**src/iee_pkg.sv**
```systemverilog
//------------------------------------------------------------------------------
// Infix expression evaluator package
// Shared types and codes for the controller and the datapath.
//------------------------------------------------------------------------------
`default_nettype none
package iee_pkg;

  localparam logic [7:0] ChMul = 8'h2A;
  localparam logic [7:0] ChDiv = 8'h2F;
  localparam logic [7:0] ChAdd = 8'h2B;
  localparam logic [7:0] ChSub = 8'h2D;
  localparam logic [7:0] ChZero = 8'h30;
  localparam logic [7:0] ChNine = 8'h39;
  localparam logic [7:0] ChSpace = 8'h20;
  localparam logic [7:0] ChTab = 8'h09;
  localparam logic [7:0] ChCr = 8'h0D;

  localparam logic [1:0] StOk = 2'd0;
  localparam logic [1:0] StSyntax = 2'd1;
  localparam logic [1:0] StDivZero = 2'd2;

  typedef enum logic [1:0] {
    PhStart = 2'd0,
    PhSign = 2'd1,
    PhDigits = 2'd2
  } phase_e;

  typedef struct packed {
    logic [7:0] character;
    logic       end_of_text;
  } in_item_t;

  typedef struct packed {
    logic signed [63:0] result_value;
    logic [1:0]         status;
  } out_item_t;

  // Commands from the controller to the datapath.
  typedef struct packed {
    logic clear;
    logic add_digit;
    logic set_neg;
    logic neg_value;
    logic fold_mul;
    logic div_start;
    logic fold_term;
    logic sub_value;
    logic set_div;
    logic div_value;
  } dp_cmd_t;

  // Status from the datapath to the controller.
  typedef struct packed {
    logic num_zero;
    logic div_busy;
    logic div_done;
    logic pend_div;
  } dp_stat_t;

endpackage
`default_nettype wire

```
**src/iee_datapath.sv**
```systemverilog
//------------------------------------------------------------------------------
// Infix expression evaluator datapath
// Number accumulation, term and sum registers, and a shared iterative unit
// that multiplies 16 bits per cycle or divides one bit per cycle.
//------------------------------------------------------------------------------
`default_nettype none
module iee_datapath #(
  parameter int unsigned VALUE_BITS = 64
) (
  input  wire                   clk_i,
  input  wire                   rst_ni,
  input  iee_pkg::dp_cmd_t      cmd_i,
  input  wire  [3:0]            digit_i,
  output iee_pkg::dp_stat_t     stat_o,
  output logic [VALUE_BITS-1:0] sum_o
);
  localparam int unsigned CW = $clog2(VALUE_BITS + 1);
  localparam int unsigned MulSteps = (VALUE_BITS + 15) / 16;
  localparam logic [VALUE_BITS-1:0] VSign = {1'b1, {(VALUE_BITS-1){1'b0}}};
  localparam logic [VALUE_BITS-1:0] One = {{(VALUE_BITS-1){1'b0}}, 1'b1};

  logic [VALUE_BITS-1:0] sum_q, sum_d, term_q, term_d, mag_q, mag_d;
  logic                  neg_q, neg_d, pdiv_q, pdiv_d;
  logic [VALUE_BITS-1:0] num_v, tmag, nmag, mag10;
  logic [VALUE_BITS-1:0] dq_q, dq_d, dd_q, dd_d, rem_q, rem_d;
  logic                  dneg_q, dneg_d, mul_q, mul_d;
  logic                  busy_q, busy_d, done_q, done_d;
  logic [CW-1:0]         cnt_q, cnt_d;
  logic [VALUE_BITS:0]   rsh, rdif;
  logic [VALUE_BITS+3:0] mag10w, limit;
  logic [VALUE_BITS+15:0] pp;

  always_comb begin
    if (neg_q) begin
      num_v = (mag_q >= VSign) ? VSign : (~mag_q + One);
    end else begin
      num_v = (mag_q >= VSign) ? (VSign - One) : mag_q;
    end
    tmag = term_q[VALUE_BITS-1] ? (~term_q + One) : term_q;
    nmag = num_v[VALUE_BITS-1] ? (~num_v + One) : num_v;
    mag10w = {1'b0, mag_q, 3'b000} + {3'b000, mag_q, 1'b0} +
             {{VALUE_BITS{1'b0}}, digit_i};
    limit = {4'd0, VSign};
    mag10 = (mag10w > limit) ? VSign : mag10w[VALUE_BITS-1:0];
    rsh = {rem_q, dq_q[VALUE_BITS-1]};
    rdif = rsh - {1'b0, dd_q};
    pp = dd_q * dq_q[15:0];

    sum_d = sum_q;
    term_d = term_q;
    mag_d = mag_q;
    neg_d = neg_q;
    pdiv_d = pdiv_q;
    dq_d = dq_q;
    dd_d = dd_q;
    rem_d = rem_q;
    dneg_d = dneg_q;
    mul_d = mul_q;
    busy_d = busy_q;
    done_d = 1'b0;
    cnt_d = cnt_q;

    if (cmd_i.clear) begin
      sum_d = '0;
      term_d = One;
      mag_d = '0;
      neg_d = 1'b0;
      pdiv_d = 1'b0;
    end
    if (cmd_i.add_digit) begin
      mag_d = mag10;
    end
    if (cmd_i.set_neg) begin
      neg_d = cmd_i.neg_value;
    end
    if (cmd_i.fold_mul) begin
      dq_d = num_v;
      dd_d = term_q;
      rem_d = '0;
      mul_d = 1'b1;
      cnt_d = CW'(MulSteps);
      busy_d = 1'b1;
      mag_d = '0;
      neg_d = 1'b0;
    end
    if (cmd_i.div_start) begin
      dq_d = tmag;
      dd_d = nmag;
      rem_d = '0;
      dneg_d = term_q[VALUE_BITS-1] ^ num_v[VALUE_BITS-1];
      mul_d = 1'b0;
      cnt_d = CW'(VALUE_BITS);
      busy_d = 1'b1;
      mag_d = '0;
      neg_d = 1'b0;
    end
    if (busy_q) begin
      if (mul_q) begin
        rem_d = rem_q + pp[VALUE_BITS-1:0];
        dd_d = dd_q << 16;
        dq_d = dq_q >> 16;
      end else if (!rdif[VALUE_BITS]) begin
        rem_d = rdif[VALUE_BITS-1:0];
        dq_d = {dq_q[VALUE_BITS-2:0], 1'b1};
      end else begin
        rem_d = rsh[VALUE_BITS-1:0];
        dq_d = {dq_q[VALUE_BITS-2:0], 1'b0};
      end
      cnt_d = cnt_q - CW'(1);
      if (cnt_q == CW'(1)) begin
        busy_d = 1'b0;
        done_d = 1'b1;
      end
    end
    if (done_q) begin
      term_d = mul_q ? rem_q : (dneg_q ? (~dq_q + One) : dq_q);
    end
    if (cmd_i.fold_term) begin
      sum_d = cmd_i.sub_value ? (sum_q - term_q) : (sum_q + term_q);
      term_d = One;
    end
    if (cmd_i.set_div) begin
      pdiv_d = cmd_i.div_value;
    end
  end

  always_ff @(posedge clk_i or negedge rst_ni) begin
    if (!rst_ni) begin
      sum_q <= '0;
      term_q <= One;
      mag_q <= '0;
      neg_q <= 1'b0;
      pdiv_q <= 1'b0;
      busy_q <= 1'b0;
      done_q <= 1'b0;
      cnt_q <= '0;
      dq_q <= '0;
      dd_q <= '0;
      rem_q <= '0;
      dneg_q <= 1'b0;
      mul_q <= 1'b0;
    end else begin
      sum_q <= sum_d;
      term_q <= term_d;
      mag_q <= mag_d;
      neg_q <= neg_d;
      pdiv_q <= pdiv_d;
      busy_q <= busy_d;
      done_q <= done_d;
      cnt_q <= cnt_d;
      dq_q <= dq_d;
      dd_q <= dd_d;
      rem_q <= rem_d;
      dneg_q <= dneg_d;
      mul_q <= mul_d;
    end
  end

  assign stat_o.num_zero = (num_v == '0);
  assign stat_o.div_busy = busy_q;
  assign stat_o.div_done = done_q;
  assign stat_o.pend_div = pdiv_q;
  assign sum_o = sum_q;
endmodule
`default_nettype wire

```
**src/iee_ctrl.sv**
```systemverilog
//------------------------------------------------------------------------------
// Infix expression evaluator controller
// Parses characters, sequences folds and the divider, and issues results.
//------------------------------------------------------------------------------
`default_nettype none
module iee_ctrl (
  input  wire                 clk_i,
  input  wire                 rst_ni,
  input  wire                 in_valid_i,
  output logic                in_stall_o,
  input  iee_pkg::in_item_t   in_data_i,
  output logic                out_valid_o,
  input  wire                 out_stall_i,
  output logic [1:0]          out_status_o,
  output logic                out_take_sum_o,
  output iee_pkg::dp_cmd_t    cmd_o,
  input  iee_pkg::dp_stat_t   stat_i
);
  typedef enum logic [1:0] {
    SIdle = 2'd0,
    SBusy = 2'd1,
    SSum = 2'd2,
    SOut = 2'd3
  } state_e;

  state_e         state_q, state_d;
  iee_pkg::phase_e ph_q, ph_d;
  logic [1:0]     err_q, err_d;
  logic           sub_q, sub_d, pmul_q, pmul_d, pend_q, pend_d;
  logic           nsub_q, nsub_d;
  logic           pdivv_q, pdivv_d;
  logic           ov_q, ov_d;
  logic [1:0]     ost_q, ost_d;
  logic           take_q, take_d;
  logic           acc, is_dig, is_sign, is_mul, is_blank;
  logic [7:0]     c;

  assign in_stall_o = (state_q != SIdle) || (ov_q && out_stall_i);
  assign acc = in_valid_i && !in_stall_o;
  assign c = in_data_i.character;
  assign is_dig = (c >= iee_pkg::ChZero) && (c <= iee_pkg::ChNine);
  assign is_sign = (c == iee_pkg::ChAdd) || (c == iee_pkg::ChSub);
  assign is_mul = (c == iee_pkg::ChMul) || (c == iee_pkg::ChDiv);
  assign is_blank = (c == iee_pkg::ChSpace) ||
                    ((c >= iee_pkg::ChTab) && (c <= iee_pkg::ChCr));

  always_comb begin
    state_d = state_q;
    ph_d = ph_q;
    err_d = err_q;
    sub_d = sub_q;
    nsub_d = nsub_q;
    pmul_d = pmul_q;
    pend_d = pend_q;
    pdivv_d = pdivv_q;
    ov_d = ov_q && out_stall_i;
    ost_d = ost_q;
    take_d = take_q;
    cmd_o = '0;
    case (state_q)
      SIdle: begin
        if (acc && in_data_i.end_of_text) begin
          if (err_q != iee_pkg::StOk || ph_q != iee_pkg::PhDigits) begin
            if (err_q == iee_pkg::StOk) err_d = iee_pkg::StSyntax;
            state_d = SOut;
          end else if (stat_i.pend_div) begin
            if (stat_i.num_zero) begin
              err_d = iee_pkg::StDivZero;
              state_d = SOut;
            end else begin
              cmd_o.div_start = 1'b1;
              pend_d = 1'b1;
              state_d = SBusy;
            end
          end else begin
            cmd_o.fold_mul = 1'b1;
            pend_d = 1'b1;
            state_d = SBusy;
          end
        end else if (acc && err_q == iee_pkg::StOk) begin
          if (is_dig) begin
            cmd_o.add_digit = 1'b1;
            ph_d = iee_pkg::PhDigits;
          end else if (ph_q == iee_pkg::PhStart) begin
            if (is_sign) begin
              cmd_o.set_neg = 1'b1;
              cmd_o.neg_value = (c == iee_pkg::ChSub);
              ph_d = iee_pkg::PhSign;
            end else if (!is_blank) begin
              err_d = iee_pkg::StSyntax;
            end
          end else if (ph_q == iee_pkg::PhDigits && (is_sign || is_mul)) begin
            if (stat_i.pend_div && stat_i.num_zero) begin
              err_d = iee_pkg::StDivZero;
            end else begin
              ph_d = iee_pkg::PhStart;
              pend_d = 1'b0;
              pmul_d = is_mul;
              pdivv_d = (c == iee_pkg::ChDiv);
              nsub_d = (c == iee_pkg::ChSub);
              if (stat_i.pend_div) begin
                cmd_o.div_start = 1'b1;
              end else begin
                cmd_o.fold_mul = 1'b1;
              end
              state_d = SBusy;
            end
          end else begin
            err_d = iee_pkg::StSyntax;
          end
        end
      end
      SBusy: begin
        if (stat_i.div_done) state_d = SSum;
      end
      SSum: begin
        if (pend_q) begin
          cmd_o.fold_term = 1'b1;
          cmd_o.sub_value = sub_q;
          state_d = SOut;
        end else if (pmul_q) begin
          cmd_o.set_div = 1'b1;
          cmd_o.div_value = pdivv_q;
          state_d = SIdle;
        end else begin
          cmd_o.fold_term = 1'b1;
          cmd_o.sub_value = sub_q;
          cmd_o.set_div = 1'b1;
          sub_d = nsub_q;
          state_d = SIdle;
        end
      end
      SOut: begin
        if (!ov_q || !out_stall_i) begin
          ov_d = 1'b1;
          ost_d = err_q;
          take_d = (err_q == iee_pkg::StOk);
          cmd_o.clear = 1'b1;
          err_d = iee_pkg::StOk;
          ph_d = iee_pkg::PhStart;
          sub_d = 1'b0;
          nsub_d = 1'b0;
          pmul_d = 1'b0;
          pend_d = 1'b0;
          state_d = SIdle;
        end
      end
      default: state_d = SIdle;
    endcase
  end

  always_ff @(posedge clk_i or negedge rst_ni) begin
    if (!rst_ni) begin
      state_q <= SIdle;
      ph_q <= iee_pkg::PhStart;
      err_q <= iee_pkg::StOk;
      sub_q <= 1'b0;
      nsub_q <= 1'b0;
      pmul_q <= 1'b0;
      pend_q <= 1'b0;
      pdivv_q <= 1'b0;
      ov_q <= 1'b0;
      ost_q <= iee_pkg::StOk;
      take_q <= 1'b0;
    end else begin
      state_q <= state_d;
      ph_q <= ph_d;
      err_q <= err_d;
      sub_q <= sub_d;
      nsub_q <= nsub_d;
      pmul_q <= pmul_d;
      pend_q <= pend_d;
      pdivv_q <= pdivv_d;
      ov_q <= ov_d;
      ost_q <= ost_d;
      take_q <= take_d;
    end
  end

  assign out_valid_o = ov_q;
  assign out_status_o = ost_q;
  assign out_take_sum_o = take_q;
endmodule
`default_nettype wire

```
**src/infix_expression_evaluator_top.sv**
```systemverilog
// A digit, sign or blank is taken while the controller is idle. An operator after a number
// folds it into the term through the shared unit, as a product, or as a quotient by the
// one-bit-per-cycle divider after a divisor. An end marker shows its result with no fold
// on an error, else after the same fold, and the next transaction is taken once the result
// is issued. One item is in work at a time.
// Reset is asynchronous and active low and returns the parser to the start.
//------------------------------------------------------------------------------
// Infix expression evaluator
// Evaluates a streamed integer expression with two precedence levels.
//------------------------------------------------------------------------------
`default_nettype none
module infix_expression_evaluator_top #(
  parameter int unsigned VALUE_BITS = 64
) (
  input  wire                 clk_i,
  input  wire                 rst_ni,
  input  wire                 in_valid_i,
  output logic                in_stall_o,
  input  iee_pkg::in_item_t   in_data_i,
  output logic                out_valid_o,
  input  wire                 out_stall_i,
  output iee_pkg::out_item_t  out_data_o
);
  iee_pkg::dp_cmd_t      cmd;
  iee_pkg::dp_stat_t     stat;
  logic [VALUE_BITS-1:0] sum;
  logic [VALUE_BITS-1:0] res_q;
  logic [1:0]            ost;
  logic                  take;

  iee_ctrl u_ctrl (
    .clk_i(clk_i), .rst_ni(rst_ni),
    .in_valid_i(in_valid_i), .in_stall_o(in_stall_o), .in_data_i(in_data_i),
    .out_valid_o(out_valid_o), .out_stall_i(out_stall_i),
    .out_status_o(ost), .out_take_sum_o(take),
    .cmd_o(cmd), .stat_i(stat)
  );

  iee_datapath #(.VALUE_BITS(VALUE_BITS)) u_dp (
    .clk_i(clk_i), .rst_ni(rst_ni), .cmd_i(cmd),
    .digit_i(in_data_i.character[3:0]), .stat_o(stat), .sum_o(sum)
  );

  always_ff @(posedge clk_i) begin
    if (cmd.clear) res_q <= sum;
  end

  assign out_data_o.result_value = take ? 64'($signed(res_q)) : 64'sd0;
  assign out_data_o.status = ost;

`ifndef SYNTHESIS
  a_status_range: assert property (@(posedge clk_i) disable iff (!rst_ni)
    out_valid_o |-> (out_data_o.status == iee_pkg::StOk ||
                     out_data_o.status == iee_pkg::StSyntax ||
                     out_data_o.status == iee_pkg::StDivZero))
    else $error("bad status");
  a_div_stall: assert property (@(posedge clk_i) disable iff (!rst_ni)
    stat.div_busy |-> in_stall_o)
    else $error("input taken during division");
  a_err_zero: assert property (@(posedge clk_i) disable iff (!rst_ni)
    (out_valid_o && out_data_o.status != iee_pkg::StOk) |->
      (out_data_o.result_value == 64'sd0))
    else $error("nonzero value with error");
`endif
endmodule
`default_nettype wire

```
**config.mk**
```make
export PLATFORM = sky130hd
export DESIGN_NAME = infix_expression_evaluator_top
export DESIGN_NICKNAME = d
export VERILOG_FILES = /design/src/iee_pkg.sv /design/src/iee_datapath.sv /design/src/iee_ctrl.sv /design/src/infix_expression_evaluator_top.sv
export SDC_FILE = /design/constraint.sdc
export NUM_CORES = 2
export LEC_CHECK = 0
export ABC_AREA = 0
export BUFFER_PORTS_ARGS = -buffer_cell sky130_fd_sc_hd__buf_2
export CAP_MARGIN = 20
export CORE_UTILIZATION = 65
export DETAILED_ROUTE_END_ITERATION = 8
export PLACE_DENSITY_LB_ADDON = 0.15
export SYNTH_ARGS = -nofsm -noshare
export SYNTH_HDL_FRONTEND = slang
export SYNTH_SLANG_ARGS = --single-unit
export TNS_END_PERCENT = 30
```
**constraint.sdc**
```tcl
create_clock -name clk_i -period 10.28 [get_ports clk_i]
set_clock_uncertainty 0.2 [all_clocks]
set_input_delay 0 -clock clk_i [delete_from_list [all_inputs] [get_ports clk_i]]
set_output_delay 0 -clock clk_i [all_outputs]
set_load 0.05 [all_outputs]
```
==> results by group <==
Worst setup path
  • Crit path DAT: 9700 ps
  • Setup crit start kind: register
  • Critical Path RT: 10600 ps
  • Crit path capture type: register
  • WS Path Type: reg2reg
  • Critical path's most frequent cell: fa_1
  • Crit path largest cell delay: 940 ps
  • Crit-path slowest cell: dfrtp_2
  • Crit Path Max Fanout: 33

Synthesis
  • Register bit total from synthesis: 476
  • Post-Syn Area: 70000 sq um
  • Register area share after synthesis: 17.5%
  • Mapped Cells: 8543
  • Post-Syn Nets: 9739
  • Most used DFF post-synth: dfrtp_1
  • Simple-gate share of the synthesized area: 17.3%
  • EDFF count, synth: 64
  • Multiplexer share of the synthesized area: 1.93%
  • Async SR Flop Fraction: 86.6%
  • Post-Synth Adder-Cell Area: 29.9%
  • Synth Area in XOR/XNOR: 6.93%
  • Syn Area/Cell: 8.19 sq um
  • Post-synthesis compound-gate area fraction: 16.7%
  • Largest family of logic cells by synthesized area: adder cells
  • Post-synth cell types: 100
  • Synth Warn #: 0

Status
  • Failing checks: design-rule violations
  • Status: finished with violations

Routing
  • Drc violations: 2
  • Via density: 6.48
  • ANT nets after route: 0
  • First-pass DRT Iterations: 9
  • Vias: 62941
  • Initial DRC count: 7729
  • Post-DR wirelength/cell: 24.4 um
  • Post-Route WL: 237 mm

CTS
  • Clk sink count: 476
  • Post-cts sizing count: 0
  • CTS tree: built
  • CTS Root Cell: clkbuf_16
  • Clk slew on worst S/H paths: 70 ps
  • Total CTS buffers: 53
  • H-tree depth: 2
  • Later-pin clock latency in the skew report: 680 ps
  • CTS max path bufs: 3

Floorplanning
  • Core area: 106000 sq um
  • Die area: 109000 sq um
  • Starting density of the core: 66.0%
  • Die height: 330 um
  • Num rows: 119
  • I/O Pins: 81
  • Die X: 330 um

Power
  • VDD IR-drop max: 0.132 mV
  • Pleak: 36.3 nW
  • Net Switching: 1.78 mW
  • Seq pwr share: 39.0%
  • Comb power frac: 19.9%
  • Internal power: 3.48 mW
  • Pwr dens: 71.8 nW/um^2
  • Net Sw Frac: 33.8%
  • Clock Power Share: 41.1%

Timing
  • Setup TNS: 0 ps
  • Period utilization: 91.3%
  • Final worst-path setup slack: 896 ps
  • Hold WS: 80.9 ps
  • Slew Viols, Final: 0
  • Rel. slew slack: 11.7%
  • RSZ-0062 raised after global routing: no
  • Hold Vio Cnt, Final: 0
  • Peak Freq: 0.107 GHz
  • Worst slew pin tran: 1320 ps
  • Final setup fails: 0
  • Fin crit period: 9380 ps

Global routing
  • First-pass GRT wire length: 364 mm
  • Vias in the first global route: 61063
  • Gr ovfl total: 0
  • Largest net degree at the start of global routing: 164
  • Initial antenna violation count: 9
  • GRT Total Usage: 43.7%

Placed design
  • Placed wire-length estimate: 180 mm
  • Pre-CTS WS: 1300 ps
  • GP Congestion: 1.04
  • Dpl cell area: 70900 sq um
  • I/O Buffers: 80

Cells and area
  • Filler cells: 8747
  • Final core utilization: 69.0%
  • Nets: 9468
  • Area Growth Syn to Fin: 4.55%
  • Final instance area: 73100 sq um
  • Layout cells sized above 1: 4.91%

Worst hold path
  • Class of the worst hold path: in2reg

Run
  • MaxCap Viol Count: 0
[cell families after synthesis]
| group | Yosys count |
|---|---|
| buffers and inverters | 1758 |
| xor gates and xnor gates | 553 |
| and+or+nand+nor | 2606 |
| adders and majority gates | 1183 |
| DFF | 476 |
| muxes | 133 |
| AOI/OAI and AO/OA | 1834 |
[metrics by stage]
step	cells	power, mW
floorplan	8543	2.83
global route	9705	5.40
detailed placement	9578	3.11
finish	9708	5.25
CTS	9700	5.25
global placement	9577	3.09
[layout by cell type (no fill, tap or decap), drive strengths merged, types with 53 or more instances in the layout]
cell    Yosys  final
nand2    1252   1252
inv      1200   1202
fa        818    818
o21ai     554    554
nor2      439    439
a21oi     429    429
dfrtp     411    411
ha        365    365
and2      347    347
xor2      285    285
xnor2     268    268
buf       114    202
a21o      151    151
mux2i     119    119
nor3       88     88
o31ai      87     87
nand3      82     82
a31oi      76     76
a22o       71     71
clkbuf    441     67
edfxtp     64     64
or3        56     56
nand4      53     53
a211oi     53     53
[worst paths after layout]
kind	cells past startpoint	to	from	slack [ps]
min in group asynchronous	4	u_ctrl.pdivv_q	rst_ni	440
setup reg to reg	26	u_dp.rem_q[63]	u_dp.dq_q[1]	900
hold reg to reg	0	res_q[53]	u_dp.sum_o[53]	270
setup / recovery	26	u_dp.rem_q[63]	u_dp.dq_q[1]	900
hold / removal	4	u_dp.mag_q[0]	in_data_i[1]	80
max in group asynchronous	5	u_dp.mul_q	rst_ni	7870
[critical path, delay by kind of cell, from the launching register on]
kind / cells / cell delay (ps)
AO/OA/AOI/OAI: 6 / 2130
XOR/XNOR: 1 / 140
adder cells (fa/ha/maj): 7 / 3380
buffers and inverters: 6 / 790
flip-flops: 1 / 940
AND/OR/NAND/NOR: 6 / 1560
[power groups by stage]
stage          sequential, mW  combinational [mW]  clock [mW]
5_1_grt                  2.06                1.12        2.22
6_report                 2.05                1.04        2.16
2_1_floorplan            2.09               0.738           0
4_1_cts                  2.05                1.04        2.16
3_3_place_gp             2.08                1.01           0
3_5_place_dp             2.08                1.03           0
[sequential cells by signal, summed over array words and instances, names as in the netlist, 2 cells and up]
name and count:
res_q 64, u_dp.dd_q 64, u_dp.dq_q 64, u_dp.mag_q 64
u_dp.rem_q 64, u_dp.sum_o 64, u_dp.term_q 64, u_dp.cnt_q 7
u_ctrl.err_q 2, u_ctrl.out_status_o 2, u_ctrl.ph_q 2, u_ctrl.state_q 2
[cells in the mapped netlist (all sizes together), types with 25 or more instances]
cell type	n	area share, %
nand2b	52	0.46
a22oi	37	0.40
nand4	53	0.47
xor2	285	3.6
a21oi	429	3.1
and3	39	0.35
nor2	439	2.4
or4	44	0.49
a22o	71	0.89
nor2b	45	0.40
or3	56	0.50
inv	1200	6.4
o21bai	27	0.29
fa	818	23
nand3	82	0.59
o31ai	87	0.96
and2	347	3.1
xnor2	268	3.4
dfrtp	411	15
a31oi	76	0.68
o41ai	41	0.55
o21ai	554	4.0
or2	25	0.22
o21a	41	0.44
a21o	151	1.6
nand2	1252	6.7
o221ai	27	0.34
mux2i	119	1.7
buf	114	0.85
nor4	36	0.38
edfxtp	64	2.7
o211ai	50	0.54
nor3	88	0.65
clkbuf	441	2.4
ha	365	6.5
a211oi	53	0.57
[per-layer routing]
metal | up-vias | GRT usage (%) | wire length, um
li1 | 27465 | - | -
met2 | 3821 | 65.4 | 102000
met3 | 913 | 10.9 | 27600
met4 | 12 | 23.3 | 15900
met5 | - | 0 | 83
met1 | 30730 | 58.5 | 91500
[area by class of cell]
cell class / count / area [sq um] / area share [%]
inverter: 1203 / 4520 / 6.17
timing repair buffer: 229 / 1640 / 2.25
clock buffer: 64 / 1400 / 1.91
antenna: 3 / 7.51 / 0.0103
multi-input combinational: 6309 / 51100 / 69.8
sequential: 476 / 12300 / 16.8
clock inverter: 33 / 514 / 0.703
tap: 1391 / 1740 / 2.38
[what timing repair did]
item,in CTS,in global routing
buffers inserted,0,0
endpoints found under the hold margin,132,0
hold buffers,25,0
(Power assumes the default switching activity.)
